File: config.mk
export PLATFORM = sky130hd
export DESIGN_NAME = brake_servo_supervisor_core
export DESIGN_NICKNAME = d
export VERILOG_FILES = /design/src/sv/bss_pkg.sv /design/src/sv/brake_servo_supervisor_core.sv
export SDC_FILE = /design/constraint.sdc
export NUM_CORES = 1
export LEC_CHECK = 0
export BUFFER_PORTS_ARGS = -buffer_cell sky130_fd_sc_hd__buf_2
export CAP_MARGIN = 5
export CORE_MARGIN = 3
export CORE_UTILIZATION = 55
export CTS_BUF_LIST = sky130_fd_sc_hd__clkbuf_16
export CTS_CLUSTER_SIZE = 8
export DETAILED_ROUTE_END_ITERATION = 16
export PLACE_DENSITY = 0.75
export SYNTH_ARGS = -nofsm -noshare
export SYNTH_HDL_FRONTEND = slang
export SYNTH_SLANG_ARGS = --single-unit
File: constraint.sdc
create_clock -name clk -period 23.2 [get_ports clk]
set_input_delay 5.8 -clock clk [delete_from_list [all_inputs] [get_ports clk]]
set_output_delay 5.8 -clock clk [all_outputs]
set_load 0.01 [all_outputs]
File: src/sv/bss_pkg.sv
// ---------------------------------------------------------------------------
// bss_pkg
// Shared types and constants of the brake servo supervisor: fault codes,
// register indexes, register reset values and the input/result beat layout.
// ---------------------------------------------------------------------------
package bss_pkg;

    // fault codes as reported on the result beat
    typedef enum logic [2:0] {
        FAULT_NONE        = 3'd0,
        FAULT_TIMEOUT     = 3'd1,
        FAULT_OSCILLATION = 3'd2,
        FAULT_DEVIATION   = 3'd3,
        FAULT_LATCHED     = 3'd4
    } fault_code_t;

    // configuration register indexes
    typedef enum logic [2:0] {
        REG_DEV_THRESHOLD = 3'd0,
        REG_DEV_DEBOUNCE  = 3'd1,
        REG_LATCH_CLEAR   = 3'd2,
        REG_CUTOFF_REPEAT = 3'd3,
        REG_OSC_THRESHOLD = 3'd4,
        REG_OSC_DEBOUNCE  = 3'd5,
        REG_TIMEOUT       = 3'd6
    } cfg_index_t;

    // limits
    localparam logic [6:0]  DUTY_MAX    = 7'd100;
    localparam logic [7:0]  COUNT8_MAX  = 8'hFF;
    localparam logic [15:0] STALE_MAX   = 16'hFFFF;
    // divide by ten for raw < 1024: (raw * 205) >> 11
    localparam logic [17:0] DIV10_MUL   = 18'd205;

    // register reset values
    localparam logic [6:0]  DEV_THRESHOLD_RST = 7'd20;
    localparam logic [7:0]  DEV_DEBOUNCE_RST  = 8'd3;
    localparam logic [7:0]  LATCH_CLEAR_RST   = 8'd50;
    localparam logic [7:0]  CUTOFF_REPEAT_RST = 8'd10;
    localparam logic [6:0]  OSC_THRESHOLD_RST = 7'd30;
    localparam logic [7:0]  OSC_DEBOUNCE_RST  = 8'd3;
    localparam logic [15:0] TIMEOUT_RST       = 16'd9;

    // one input item
    typedef struct packed {
        logic        command_fresh;
        logic [15:0] command_value;
        logic        emergency_stop;
        logic        position_valid;
        logic [9:0]  position_raw;
    } tick_in_t;

    // one result item
    typedef struct packed {
        logic [6:0]  servo_duty;
        logic [6:0]  brake_pos;
        fault_code_t fault_code;
        logic        motor_cutoff;
        logic        pwm_disable;
        logic        cutoff_frame_send;
        logic [1:0]  fault_event;
        logic        all_clear;
    } tick_out_t;

    // configuration register file
    typedef struct packed {
        logic [6:0]  dev_threshold;
        logic [7:0]  dev_debounce;
        logic [7:0]  latch_clear;
        logic [7:0]  cutoff_repeat;
        logic [6:0]  osc_threshold;
        logic [7:0]  osc_debounce;
        logic [15:0] timeout;
    } cfg_regs_t;

    // absolute difference of two percent values
    function automatic logic [6:0] abs_diff7(input logic [6:0] a, input logic [6:0] b);
        logic [6:0] d;
        d = (a >= b) ? (a - b) : (b - a);
        return d;
    endfunction

endpackage

File: src/sv/brake_servo_supervisor_core.sv
// ---------------------------------------------------------------------------
// brake_servo_supervisor_core
// One control tick per input beat: clamps the brake command, scales the
// position feedback, debounces timeout, oscillation and deviation faults,
// holds a fault latch and drives the motor cutoff frame sequence.
// ---------------------------------------------------------------------------
// The block takes one tick per clock cycle while the result output is not
// stalled. A tick is captured in an input register, all checks run
// combinationally in comparators and small saturating counters, and the
// result lands in an output register. The
// supervisor state is updated in the same cycle the result is written, so
// the next tick already sees it. s_tready falls only while a result is held,
// m_tready is low and a tick waits in the input register. Configuration
// writes are always taken (cfg_ready is high) and must be made while no tick
// is in flight; index 7 is ignored.
module brake_servo_supervisor_core
(
    input  logic        clk,
    input  logic        rst_n,

    // tick input
    input  logic        s_tvalid,
    output logic        s_tready,
    input  logic [31:0] s_tdata,   // command_value[15:0], emergency_stop[16],
                                   // position_raw[26:17], zero [31:27]
    input  logic [1:0]  s_tuser,   // command_fresh[0], position_valid[1]

    // result output
    output logic        m_tvalid,
    input  logic        m_tready,
    output logic [23:0] m_tdata,   // servo_duty[6:0], brake_pos[13:7],
                                   // fault_code[16:14], motor_cutoff[17],
                                   // pwm_disable[18], cutoff_frame_send[19],
                                   // fault_event[21:20], all_clear[22], zero[23]

    // register writes
    input  logic        cfg_valid,
    output logic        cfg_ready,
    input  logic [2:0]  cfg_index,
    input  logic [15:0] cfg_data
);

    // pipeline registers
    logic                 in_valid_reg;
    bss_pkg::tick_in_t    in_reg;
    logic                 out_valid_reg;
    bss_pkg::tick_out_t   out_reg;
    bss_pkg::cfg_regs_t   cfg_reg;

    // supervisor state
    logic [6:0]            position_reg;
    bss_pkg::fault_code_t  fault_reg;
    logic [15:0]           stale_count_reg;
    logic                  latched_reg;
    logic [7:0]            clear_count_reg;
    logic [7:0]            dev_count_reg;
    logic                  auto_brake_reg;
    logic [7:0]            cutoff_count_reg;
    logic                  cutoff_active_reg;
    logic                  armed_reg;
    logic [6:0]            last_command_reg;
    logic [7:0]            osc_count_reg;

    // next state
    logic [6:0]            position_next;
    bss_pkg::fault_code_t  fault_next;
    logic [15:0]           stale_count_next;
    logic                  latched_next;
    logic [7:0]            clear_count_next;
    logic [7:0]            dev_count_next;
    logic                  auto_brake_next;
    logic [7:0]            cutoff_count_next;
    logic                  cutoff_active_next;
    logic                  armed_next;
    logic [6:0]            last_command_next;
    logic [7:0]            osc_count_next;
    bss_pkg::tick_out_t    out_next;

    logic        advance;
    logic        s_beat;
    logic [17:0] pos_prod;
    logic [6:0]  pos_scaled;

    // handshake
    assign advance   = !out_valid_reg || m_tready;
    assign s_tready  = !in_valid_reg || advance;
    assign s_beat    = s_tvalid && s_tready;
    assign cfg_ready = 1'b1;
    assign m_tvalid  = out_valid_reg;
    assign m_tdata   = {1'b0, out_reg.all_clear, out_reg.fault_event,
                        out_reg.cutoff_frame_send, out_reg.pwm_disable,
                        out_reg.motor_cutoff, out_reg.fault_code,
                        out_reg.brake_pos, out_reg.servo_duty};

    // input register
    always_ff @(posedge clk or negedge rst_n)
    begin
        if (!rst_n)
        begin
            in_valid_reg <= 1'b0;
        end
        else if (s_tready)
        begin
            in_valid_reg <= s_tvalid;
        end
    end

    always_ff @(posedge clk)
    begin
        if (s_beat)
        begin
            in_reg.command_fresh  <= s_tuser[0];
            in_reg.command_value  <= s_tdata[15:0];
            in_reg.emergency_stop <= s_tdata[16];
            in_reg.position_valid <= s_tuser[1];
            in_reg.position_raw   <= s_tdata[26:17];
        end
    end

    // configuration registers
    always_ff @(posedge clk or negedge rst_n)
    begin
        if (!rst_n)
        begin
            cfg_reg.dev_threshold <= bss_pkg::DEV_THRESHOLD_RST;
            cfg_reg.dev_debounce  <= bss_pkg::DEV_DEBOUNCE_RST;
            cfg_reg.latch_clear   <= bss_pkg::LATCH_CLEAR_RST;
            cfg_reg.cutoff_repeat <= bss_pkg::CUTOFF_REPEAT_RST;
            cfg_reg.osc_threshold <= bss_pkg::OSC_THRESHOLD_RST;
            cfg_reg.osc_debounce  <= bss_pkg::OSC_DEBOUNCE_RST;
            cfg_reg.timeout       <= bss_pkg::TIMEOUT_RST;
        end
        else if (cfg_valid && cfg_ready)
        begin
            unique case (bss_pkg::cfg_index_t'(cfg_index))
                bss_pkg::REG_DEV_THRESHOLD: cfg_reg.dev_threshold <= cfg_data[6:0];
                bss_pkg::REG_DEV_DEBOUNCE:  cfg_reg.dev_debounce  <= cfg_data[7:0];
                bss_pkg::REG_LATCH_CLEAR:   cfg_reg.latch_clear   <= cfg_data[7:0];
                bss_pkg::REG_CUTOFF_REPEAT: cfg_reg.cutoff_repeat <= cfg_data[7:0];
                bss_pkg::REG_OSC_THRESHOLD: cfg_reg.osc_threshold <= cfg_data[6:0];
                bss_pkg::REG_OSC_DEBOUNCE:  cfg_reg.osc_debounce  <= cfg_data[7:0];
                bss_pkg::REG_TIMEOUT:       cfg_reg.timeout       <= cfg_data;
                default: ;
            endcase
        end
    end

    // position scaling: raw / 10 by reciprocal multiply
    assign pos_prod   = 18'(in_reg.position_raw) * bss_pkg::DIV10_MUL;
    assign pos_scaled = pos_prod[17:11];

    // one tick of supervision
    always_comb
    begin
        logic [6:0]           cmd;
        logic [6:0]           duty;
        bss_pkg::fault_code_t raised_fault;
        logic                 frame;

        position_next      = position_reg;
        fault_next         = fault_reg;
        stale_count_next   = stale_count_reg;
        latched_next       = latched_reg;
        clear_count_next   = clear_count_reg;
        dev_count_next     = dev_count_reg;
        auto_brake_next    = auto_brake_reg;
        cutoff_count_next  = cutoff_count_reg;
        cutoff_active_next = cutoff_active_reg;
        armed_next         = armed_reg;
        osc_count_next     = osc_count_reg;
        raised_fault       = bss_pkg::FAULT_NONE;
        frame              = 1'b0;

        // freshness and stale counter
        if (in_reg.command_fresh)
        begin
            stale_count_next = '0;
            armed_next       = 1'b1;
        end
        else if (stale_count_reg < bss_pkg::STALE_MAX)
        begin
            stale_count_next = stale_count_reg + 16'd1;
        end

        // command clamp
        cmd = (in_reg.command_value > 16'(bss_pkg::DUTY_MAX)) ?
              bss_pkg::DUTY_MAX : in_reg.command_value[6:0];

        // emergency stop
        if (in_reg.emergency_stop)
        begin
            cmd              = bss_pkg::DUTY_MAX;
            auto_brake_next  = 1'b1;
            latched_next     = 1'b1;
            clear_count_next = '0;
        end

        // command timeout
        if (!auto_brake_next && armed_next && stale_count_next >= cfg_reg.timeout)
        begin
            raised_fault     = bss_pkg::FAULT_TIMEOUT;
            auto_brake_next  = 1'b1;
            latched_next     = 1'b1;
            clear_count_next = '0;
        end

        // oscillation check
        if (raised_fault == bss_pkg::FAULT_NONE && !latched_next)
        begin
            if (bss_pkg::abs_diff7(cmd, last_command_reg) > cfg_reg.osc_threshold)
            begin
                if (osc_count_reg < bss_pkg::COUNT8_MAX)
                begin
                    osc_count_next = osc_count_reg + 8'd1;
                end
            end
            else
            begin
                osc_count_next = '0;
            end
            if (osc_count_next >= cfg_reg.osc_debounce)
            begin
                raised_fault = bss_pkg::FAULT_OSCILLATION;
            end
        end
        else
        begin
            osc_count_next = '0;
        end
        last_command_next = cmd;

        if (auto_brake_next)
        begin
            cmd = bss_pkg::DUTY_MAX;
        end
        duty = cmd;

        // position feedback
        if (in_reg.position_valid)
        begin
            position_next = (pos_scaled > bss_pkg::DUTY_MAX) ? bss_pkg::DUTY_MAX : pos_scaled;
        end

        // deviation check
        if (raised_fault == bss_pkg::FAULT_NONE && armed_next)
        begin
            if (bss_pkg::abs_diff7(cmd, position_next) > cfg_reg.dev_threshold)
            begin
                if (dev_count_reg < bss_pkg::COUNT8_MAX)
                begin
                    dev_count_next = dev_count_reg + 8'd1;
                end
                if (dev_count_next >= cfg_reg.dev_debounce)
                begin
                    raised_fault = bss_pkg::FAULT_DEVIATION;
                end
            end
            else
            begin
                dev_count_next = '0;
            end
        end

        // fault latch
        if (raised_fault != bss_pkg::FAULT_NONE)
        begin
            fault_next       = raised_fault;
            latched_next     = 1'b1;
            clear_count_next = '0;
            position_next    = bss_pkg::DUTY_MAX;
            duty             = bss_pkg::DUTY_MAX;
            if (!cutoff_active_reg)
            begin
                cutoff_active_next = 1'b1;
                cutoff_count_next  = '0;
            end
        end
        else if (latched_next)
        begin
            if (clear_count_next < bss_pkg::COUNT8_MAX)
            begin
                clear_count_next = clear_count_next + 8'd1;
            end
            if (clear_count_next >= cfg_reg.latch_clear)
            begin
                latched_next     = 1'b0;
                clear_count_next = '0;
                auto_brake_next  = 1'b0;
                fault_next       = bss_pkg::FAULT_NONE;
                armed_next       = 1'b0;
                stale_count_next = '0;
            end
            else
            begin
                if (fault_next == bss_pkg::FAULT_NONE)
                begin
                    fault_next = bss_pkg::FAULT_LATCHED;
                end
                position_next = bss_pkg::DUTY_MAX;
                duty          = bss_pkg::DUTY_MAX;
            end
        end
        else
        begin
            fault_next = bss_pkg::FAULT_NONE;
        end

        // cutoff frame sequence
        if (cutoff_active_next)
        begin
            if (cutoff_count_next < cfg_reg.cutoff_repeat)
            begin
                frame             = 1'b1;
                cutoff_count_next = cutoff_count_next + 8'd1;
            end
            else
            begin
                cutoff_active_next = 1'b0;
            end
        end

        // result beat
        out_next.servo_duty        = duty;
        out_next.brake_pos         = position_next;
        out_next.fault_code        = fault_next;
        out_next.motor_cutoff      = cutoff_active_next || (fault_next != bss_pkg::FAULT_NONE);
        out_next.pwm_disable       = latched_next;
        out_next.cutoff_frame_send = frame;
        out_next.fault_event       = raised_fault[1:0];
        out_next.all_clear         = (raised_fault == bss_pkg::FAULT_NONE) && !latched_next;
    end

    // state update, one tick per beat
    always_ff @(posedge clk or negedge rst_n)
    begin
        if (!rst_n)
        begin
            position_reg      <= '0;
            fault_reg         <= bss_pkg::FAULT_NONE;
            stale_count_reg   <= '0;
            latched_reg       <= 1'b0;
            clear_count_reg   <= '0;
            dev_count_reg     <= '0;
            auto_brake_reg    <= 1'b0;
            cutoff_count_reg  <= '0;
            cutoff_active_reg <= 1'b0;
            armed_reg         <= 1'b0;
            last_command_reg  <= '0;
            osc_count_reg     <= '0;
        end
        else if (in_valid_reg && advance)
        begin
            position_reg      <= position_next;
            fault_reg         <= fault_next;
            stale_count_reg   <= stale_count_next;
            latched_reg       <= latched_next;
            clear_count_reg   <= clear_count_next;
            dev_count_reg     <= dev_count_next;
            auto_brake_reg    <= auto_brake_next;
            cutoff_count_reg  <= cutoff_count_next;
            cutoff_active_reg <= cutoff_active_next;
            armed_reg         <= armed_next;
            last_command_reg  <= last_command_next;
            osc_count_reg     <= osc_count_next;
        end
    end

    // output register
    always_ff @(posedge clk or negedge rst_n)
    begin
        if (!rst_n)
        begin
            out_valid_reg <= 1'b0;
        end
        else if (advance)
        begin
            out_valid_reg <= in_valid_reg;
        end
    end

    always_ff @(posedge clk)
    begin
        if (in_valid_reg && advance)
        begin
            out_reg <= out_next;
        end
    end

    // a set latch always carries a fault code
    assert property (@(posedge clk) disable iff (!rst_n)
        latched_reg |-> (fault_reg != bss_pkg::FAULT_NONE))
        else $error("latch set with no fault code");

    // a new fault forces full brake and the latch
    assert property (@(posedge clk) disable iff (!rst_n)
        (out_valid_reg && out_reg.fault_event != 2'd0) |->
        (out_reg.pwm_disable && out_reg.servo_duty == bss_pkg::DUTY_MAX && !out_reg.all_clear))
        else $error("fault raised without full brake");

    // a cutoff frame is only sent while cutoff is asserted
    assert property (@(posedge clk) disable iff (!rst_n)
        (out_valid_reg && out_reg.cutoff_frame_send) |-> out_reg.motor_cutoff)
        else $error("cutoff frame without motor cutoff");

endmodule
==> results of run 1 <==
-- metrics by stage --
| stage | cells | total power (uW) | cell area, um2 | util [%] |
|---|---|---|---|---|
| after global placement | 1599 | 846 | 13000 | 59.3 |
| after CTS | 1631 | 1170 | 13600 | 62.0 |
| after global routing | 1631 | 1250 | 13600 | 62.0 |
| after floorplan | 1265 | 753 | 12300 | - |
| final | 1631 | 1160 | 13600 | 62.0 |
| after detailed placement | 1599 | 865 | 13000 | 59.3 |
-- routing by layer --
layer / share of wire [%] / wire length (um) / global-route usage [%] / up-vias
li1: - / - / - / 4577
met1: 46 / 12400 / 31.0 / 4482
met2: 48 / 12900 / 38.1 / 213
met3: 3.8 / 1010 / 3.05 / 29
met4: 1.8 / 487 / 6.90 / 0
met5: 0 / 0 / 0 / -
-- worst max-delay path, cell delays in order --
cell and delay, ns:
buf_2 0.10, nand3b_1 0.17, buf_2 0.16
-- cell type report --
cell class | count | share of cell area [%]
timing repair buffer | 86 | 3.38
clock inverter | 15 | 1.23
clock buffer | 17 | 3.13
multi-input combinational | 888 | 49.2
inverter | 160 | 4.41
tap | 280 | 2.58
sequential | 185 | 36.1
-- cell families after synthesis --
logic type	Yosys count	share of synthesized area, %
other	2	0.0609
adder cells (fa/ha/maj)	162	17.7
XOR/XNOR	36	2.56
AND/OR/NAND/NOR	374	15.2
multiplexers	54	4.83
AO/OA/AOI/OAI	260	13.9
buffers and inverters	192	5.92
flip-flops	185	39.8
-- power by group through the flow --
stage                     Clock (uW)  Sequential [uW]  Combinational (uW)
after floorplan                    0              413                 340
after global placement             0              417                 429
after detailed placement           0              419                 446
after CTS                        302              413                 451
after global routing             316              419                 512
final                            296              413                 451
-- worst max-delay path by stage --
stage / cells past startpoint / end / slack (ns) / startpoint
after CTS: 3 / s_tready / 11.17 / m_tready
final: 3 / s_tready / 11.17 / m_tready
after detailed placement: 3 / s_tready / 11.17 / m_tready
after floorplan: 1 / s_tready / 11.39 / m_tready
after global routing: 37 / cutoff_count_reg[2] / 10.58 / in_reg[8]
after global placement: 3 / s_tready / 11.18 / m_tready
-- Yosys cell counts (all sizes together), types with 11 or more instances --
cell / instances
clkbuf: 27
dfstp: 17
ha: 141
fa: 21
nand4: 15
nand3: 33
and3: 19
nor3: 17
nand2b: 17
edfxtp: 52
nor2: 72
and2: 14
o21ai: 89
a31oi: 12
dfrtp: 116
mux2: 44
a21oi: 49
xnor2: 15
o31ai: 11
xor2: 21
a22o: 12
nand2: 127
nor2b: 22
inv: 160
-- cells in the final DEF, fill, tap and decap left out, types with 10 or more instances in the layout --
master	netlist	final
inv_1	159	161
ha_1	141	141
nand2_1	126	126
dfrtp_1	116	116
o21ai_0	88	88
buf_2	1	76
nor2_1	70	70
edfxtp_1	52	52
a21oi_1	49	49
mux2_2	44	44
nand3_1	33	33
nor2b_1	22	22
xor2_1	21	21
fa_1	21	21
and3_1	19	19
nor3_1	17	17
dfstp_2	17	17
clkbuf_16	0	17
nand2b_1	16	16
nand4_1	15	15
xnor2_1	15	15
and2_1	14	14
a31oi_1	12	12
a22o_1	12	12
o31ai_1	11	11
a21o_1	10	10
mux2i_1	10	10
==> flow_summary.json, run 1 <==
{
  "final_max_slew_viol_count": 0,
  "clock.fmax_mhz": 83.1,
  "worstMarginPinSlew_ns": 1.26,
  "clkTransAtPathRegs_ns": 0.07,
  "ys_async_sr_fraction_pct": 71.9,
  "grt_overflow": 0,
  "grt_max_degree": 76,
  "outcome": "complete, no violations",
  "rsz0062_at_grt": "no",
  "finalSetupTns_ns": 0,
  "ys.flop_type": "dfrtp_1",
  "pin_count": 85,
  "maxCapViolCount": 0,
  "place_hpwl_mm": 19.6,
  "place_congestion": 0.913,
  "power_leakage_uw": 0.00639,
  "irDropWorstVdd_mv": 0.0475,
  "initial_core_util_pct": 56.2,
  "vias": 9301,
  "synth_edf_count": 52,
  "drt-total-wl_mm": 26.8,
  "clk_path_buf_depth": 2,
  "vias_per_cell": 5.70,
  "worstReg2RegStart": "in_reg[8]",
  "antenna_left": 0,
  "fp.dieArea_um2": 24300,
  "final-setup-viol-count": 0,
  "combPwrFrac_pct": 38.9,
  "netlist_area_um2": 12300,
  "synth_top_cell_by_area": "dfrtp_1",
  "min_to": "position_reg[1]",
  "rr_worst_depth": 37,
  "syn_avg_cell_area_um2": 9.75,
  "rr_endpoint": "cutoff_count_reg[0]",
  "postCtsSetupBuffers": 0,
  "drive_above_1_share_pct": 14.4,
  "p_sw_uw": 426,
  "fin_ws_ns": 11.17,
  "finClkSkew_ns": 0.0163,
  "hp-class": "reg2reg",
  "worstPathArrival_ns": 6.23,
  "drtIter0Drc": 556,
  "drc": 0,
  "p_per_area_nw_per_um2": 85.3,
  "fillerInstances": 1799,
  "die_y_um": 156,
  "hold_slack_ns": 0.481,
  "ff2ff_setup_slack_ns": 11.45,
  "crit_required_ns": 17.40,
  "fp-row-count": 54,
  "worstSetupPathType": "in2out",
  "netlist.area_leader.share_pct": 23.5,
  "register_area_um2": 4910,
  "startpoint_type": "input port",
  "hold_depth": 2,
  "cts_hold_buf": 0,
  "fin_crit_sh_pct": 51.9,
  "netlist_top_cells_area": "dfrtp_1 (24%), ha_1 (14%), edfxtp_1 (13%)",
  "power.share.switching_pct": 36.7,
  "numPortBuffers": 77,
  "cts_max_level": 4,
  "drt-pass1-iter-count": 5,
  "antenna_found_initial": 0,
  "clock-sinks": 185,
  "final_nets": 1558,
  "antenna_cells": 0,
  "cts_tree": "done",
  "wl_per_cell_um": 16.4,
  "synthCells": 1265,
  "ctsResizeCount": 0,
  "slew_headroom_pct": 15.2,
  "area_delta_synth_final_pct": 10.3,
  "design.core.area_um2": 22000,
  "end_kind": "output pin",
  "p_seq_share_pct": 35.6,
  "ys_seq_elements": 185,
  "yosysSeqAreaShare_pct": 39.8,
  "synth_warnings": 0,
  "syn_nets": 1485,
  "fp.dieW_um": 156,
  "grt_first_pass_wirelength_mm": 44.9,
  "internal-power_uw": 734,
  "final_hold_viol_count": 0,
  "path_max_fanout": 3,
  "grt_pass1_vias": 9141,
  "cts_root_buf": "clkbuf_16",
  "track_usage_pct": 22.7,
  "worstHoldStart": "position_reg[1]",
  "clk_latency_ns": 0.44,
  "yosysUniqueCellTypes": 81,
  "multiInputGateArea_um2": 6690,
  "cts_made_buffers": 17,
  "pwr-share-clk_pct": 25.5,
  "largest_reg_flops": 62,
  "place_ws_ns": 11.17,
  "period_needed_ns": 12.03
}
(Power assumes the default switching activity.)
==> inputs of run 2 (changes only) <==
==> constraint.sdc (replaced) <==
create_clock -name clk -period 12.6 [get_ports clk]
set_input_delay 3.15 -clock clk [delete_from_list [all_inputs] [get_ports clk]]
set_output_delay 3.15 -clock clk [all_outputs]
set_load 0.01 [all_outputs]
==> flow_summary.json, run 2 (synthesis results as in run 1) <==
{
  "outcome": "complete, no violations",
  "cts_max_level": 4,
  "wl_per_cell_um": 16.4,
  "antenna_cells": 0,
  "layout_common_cells": "inv_1 (162), ha_1 (141), nand2_1 (126)",
  "fin_crit_sh_pct": 93.1,
  "largest_reg_flops": 62,
  "grtUsageMet2_pct": 37.3,
  "design.core.area_um2": 22000,
  "worstReg2RegStart": "in_reg[8]",
  "initial_core_util_pct": 56.2,
  "finClkSkew_ns": 0.0163,
  "postPlaceCellArea_um2": 13000,
  "ctsResizeCount": 0,
  "register_area_um2": 4910,
  "vias_per_cell": 5.78,
  "antenna_left": 0,
  "max_stage_delay_ns": 0.78,
  "use_met1_pct": 30.7,
  "fillerInstances": 1809,
  "power_leakage_uw": 0.00637,
  "final_nets": 1558,
  "drc": 0,
  "multiInputGateArea_um2": 6690,
  "clock.fmax_mhz": 85.3,
  "period_needed_ns": 11.72,
  "maxCapViolCount": 0,
  "final_hold_viol_count": 0,
  "drtIter0Drc": 492,
  "hp-class": "reg2reg",
  "clkTransAtPathRegs_ns": 0.07,
  "path_max_fanout": 11,
  "clock-sinks": 185,
  "irDropWorstVdd_mv": 0.106,
  "drive_above_1_share_pct": 14.3,
  "fp.dieArea_um2": 24300,
  "cts_hold_buf": 0,
  "worstSetupPathType": "reg2reg",
  "worstMarginPinSlew_ns": 1.23,
  "fin_util_pct": 61.7,
  "design_area_um2": 13500,
  "p_per_area_nw_per_um2": 155,
  "power_uw": 2090,
  "busiest_layer": "met2",
  "grt_max_degree": 74,
  "clk_latency_ns": 0.43,
  "crit_required_ns": 12.93,
  "postCtsSetupBuffers": 0,
  "slew_headroom_pct": 17.1,
  "cts_tree": "done",
  "area_delta_synth_final_pct": 9.80,
  "rsz0062_at_grt": "no",
  "die_y_um": 156,
  "pin_count": 85,
  "setup.worst_path.start": "in_reg[8]",
  "grt_pass1_vias": 9237,
  "final_common_cell": "inv_1",
  "cts_made_buffers": 17,
  "vias": 9427,
  "drt-pass1-iter-count": 7,
  "grt_util_met3_pct": 3.33,
  "antenna_found_initial": 0,
  "place_congestion": 0.904,
  "startpoint_type": "register",
  "clk_path_buf_depth": 2,
  "grt_overflow": 0,
  "end_kind": "register",
  "finalSetupTns_ns": 0,
  "worstPathArrival_ns": 12.05,
  "drt-total-wl_mm": 26.8,
  "numPortBuffers": 77,
  "worstHoldStart": "position_reg[4]",
  "fp.dieW_um": 156,
  "place_hpwl_mm": 19.5,
  "fp-row-count": 54,
  "track_usage_pct": 22.6,
  "final_max_slew_viol_count": 0,
  "slowest_stage": "a31oi_1",
  "cts_root_buf": "clkbuf_16",
  "final-setup-viol-count": 0,
  "grt_first_pass_wirelength_mm": 44.7
}
[run 2: cell types whose count changed in the layout (fill, tap and decap cells not counted), sizes merged]
| cell | delta |
|---|---|
| inv | +2 |
| clkinv | +2 |
| clkinvlp | -2 |
| bufinv | -2 |
[run 2: metrics by stage]
step	instances	hold WS, ns	worst slack, ns
2_1_floorplan	1265	0.442	3.00
3_3_place_gp	1599	0.458	1.36
4_1_cts	1631	0.481	1.01
3_5_place_dp	1599	0.466	1.21
5_1_grt	1631	0.523	0.0108
6_report	1631	0.481	0.875
[run 2: worst paths after layout]
check	end	slack (ns)	cells after the start
worst max-delay path	cutoff_count_reg[0]	0.88	37
worst min-delay path	position_reg[4]	0.48	2
worst max register to register	cutoff_count_reg[0]	0.88	37
worst min register to register	position_reg[4]	0.48	2
max in group asynchronous	cfg_reg[52]	8.51	2
min in group asynchronous	cfg_reg[10]	2.68	1
[run 2: worst max-delay path: cells and delay by family (launching register included)]
kind | cells | cell delay (ns)
AOI/OAI and AO/OA | 16 | 6.10
xor gates and xnor gates | 1 | 0.18
adders and majority gates | 8 | 3.20
buffers and inverters | 5 | 0.29
DFF | 1 | 0.47
muxes | 1 | 0.41
and+or+nand+nor | 6 | 0.92
[run 2: final cells by class]
class	count	share of cell area (%)
inverter	160	4.44
clock inverter	15	0.758
tap	280	2.59
multi-input combinational	888	49.4
clock buffer	17	3.14
timing repair buffer	86	3.39
sequential	185	36.3
[run 2: power by group]
| group | switching (uW) | internal, uW | leakage, uW |
|---|---|---|---|
| clock network | 245 | 254 | 0.000279 |
| logic | 491 | 345 | 0.00396 |
| registers | 48.5 | 711 | 0.00213 |
[run 2: routing by layer]
metal  part of all wire, %  wire length [um]
met4                   2.8               757
met3                   5.1              1360
met1                    45             12000
met2                    47             12600
met5                     0                 0
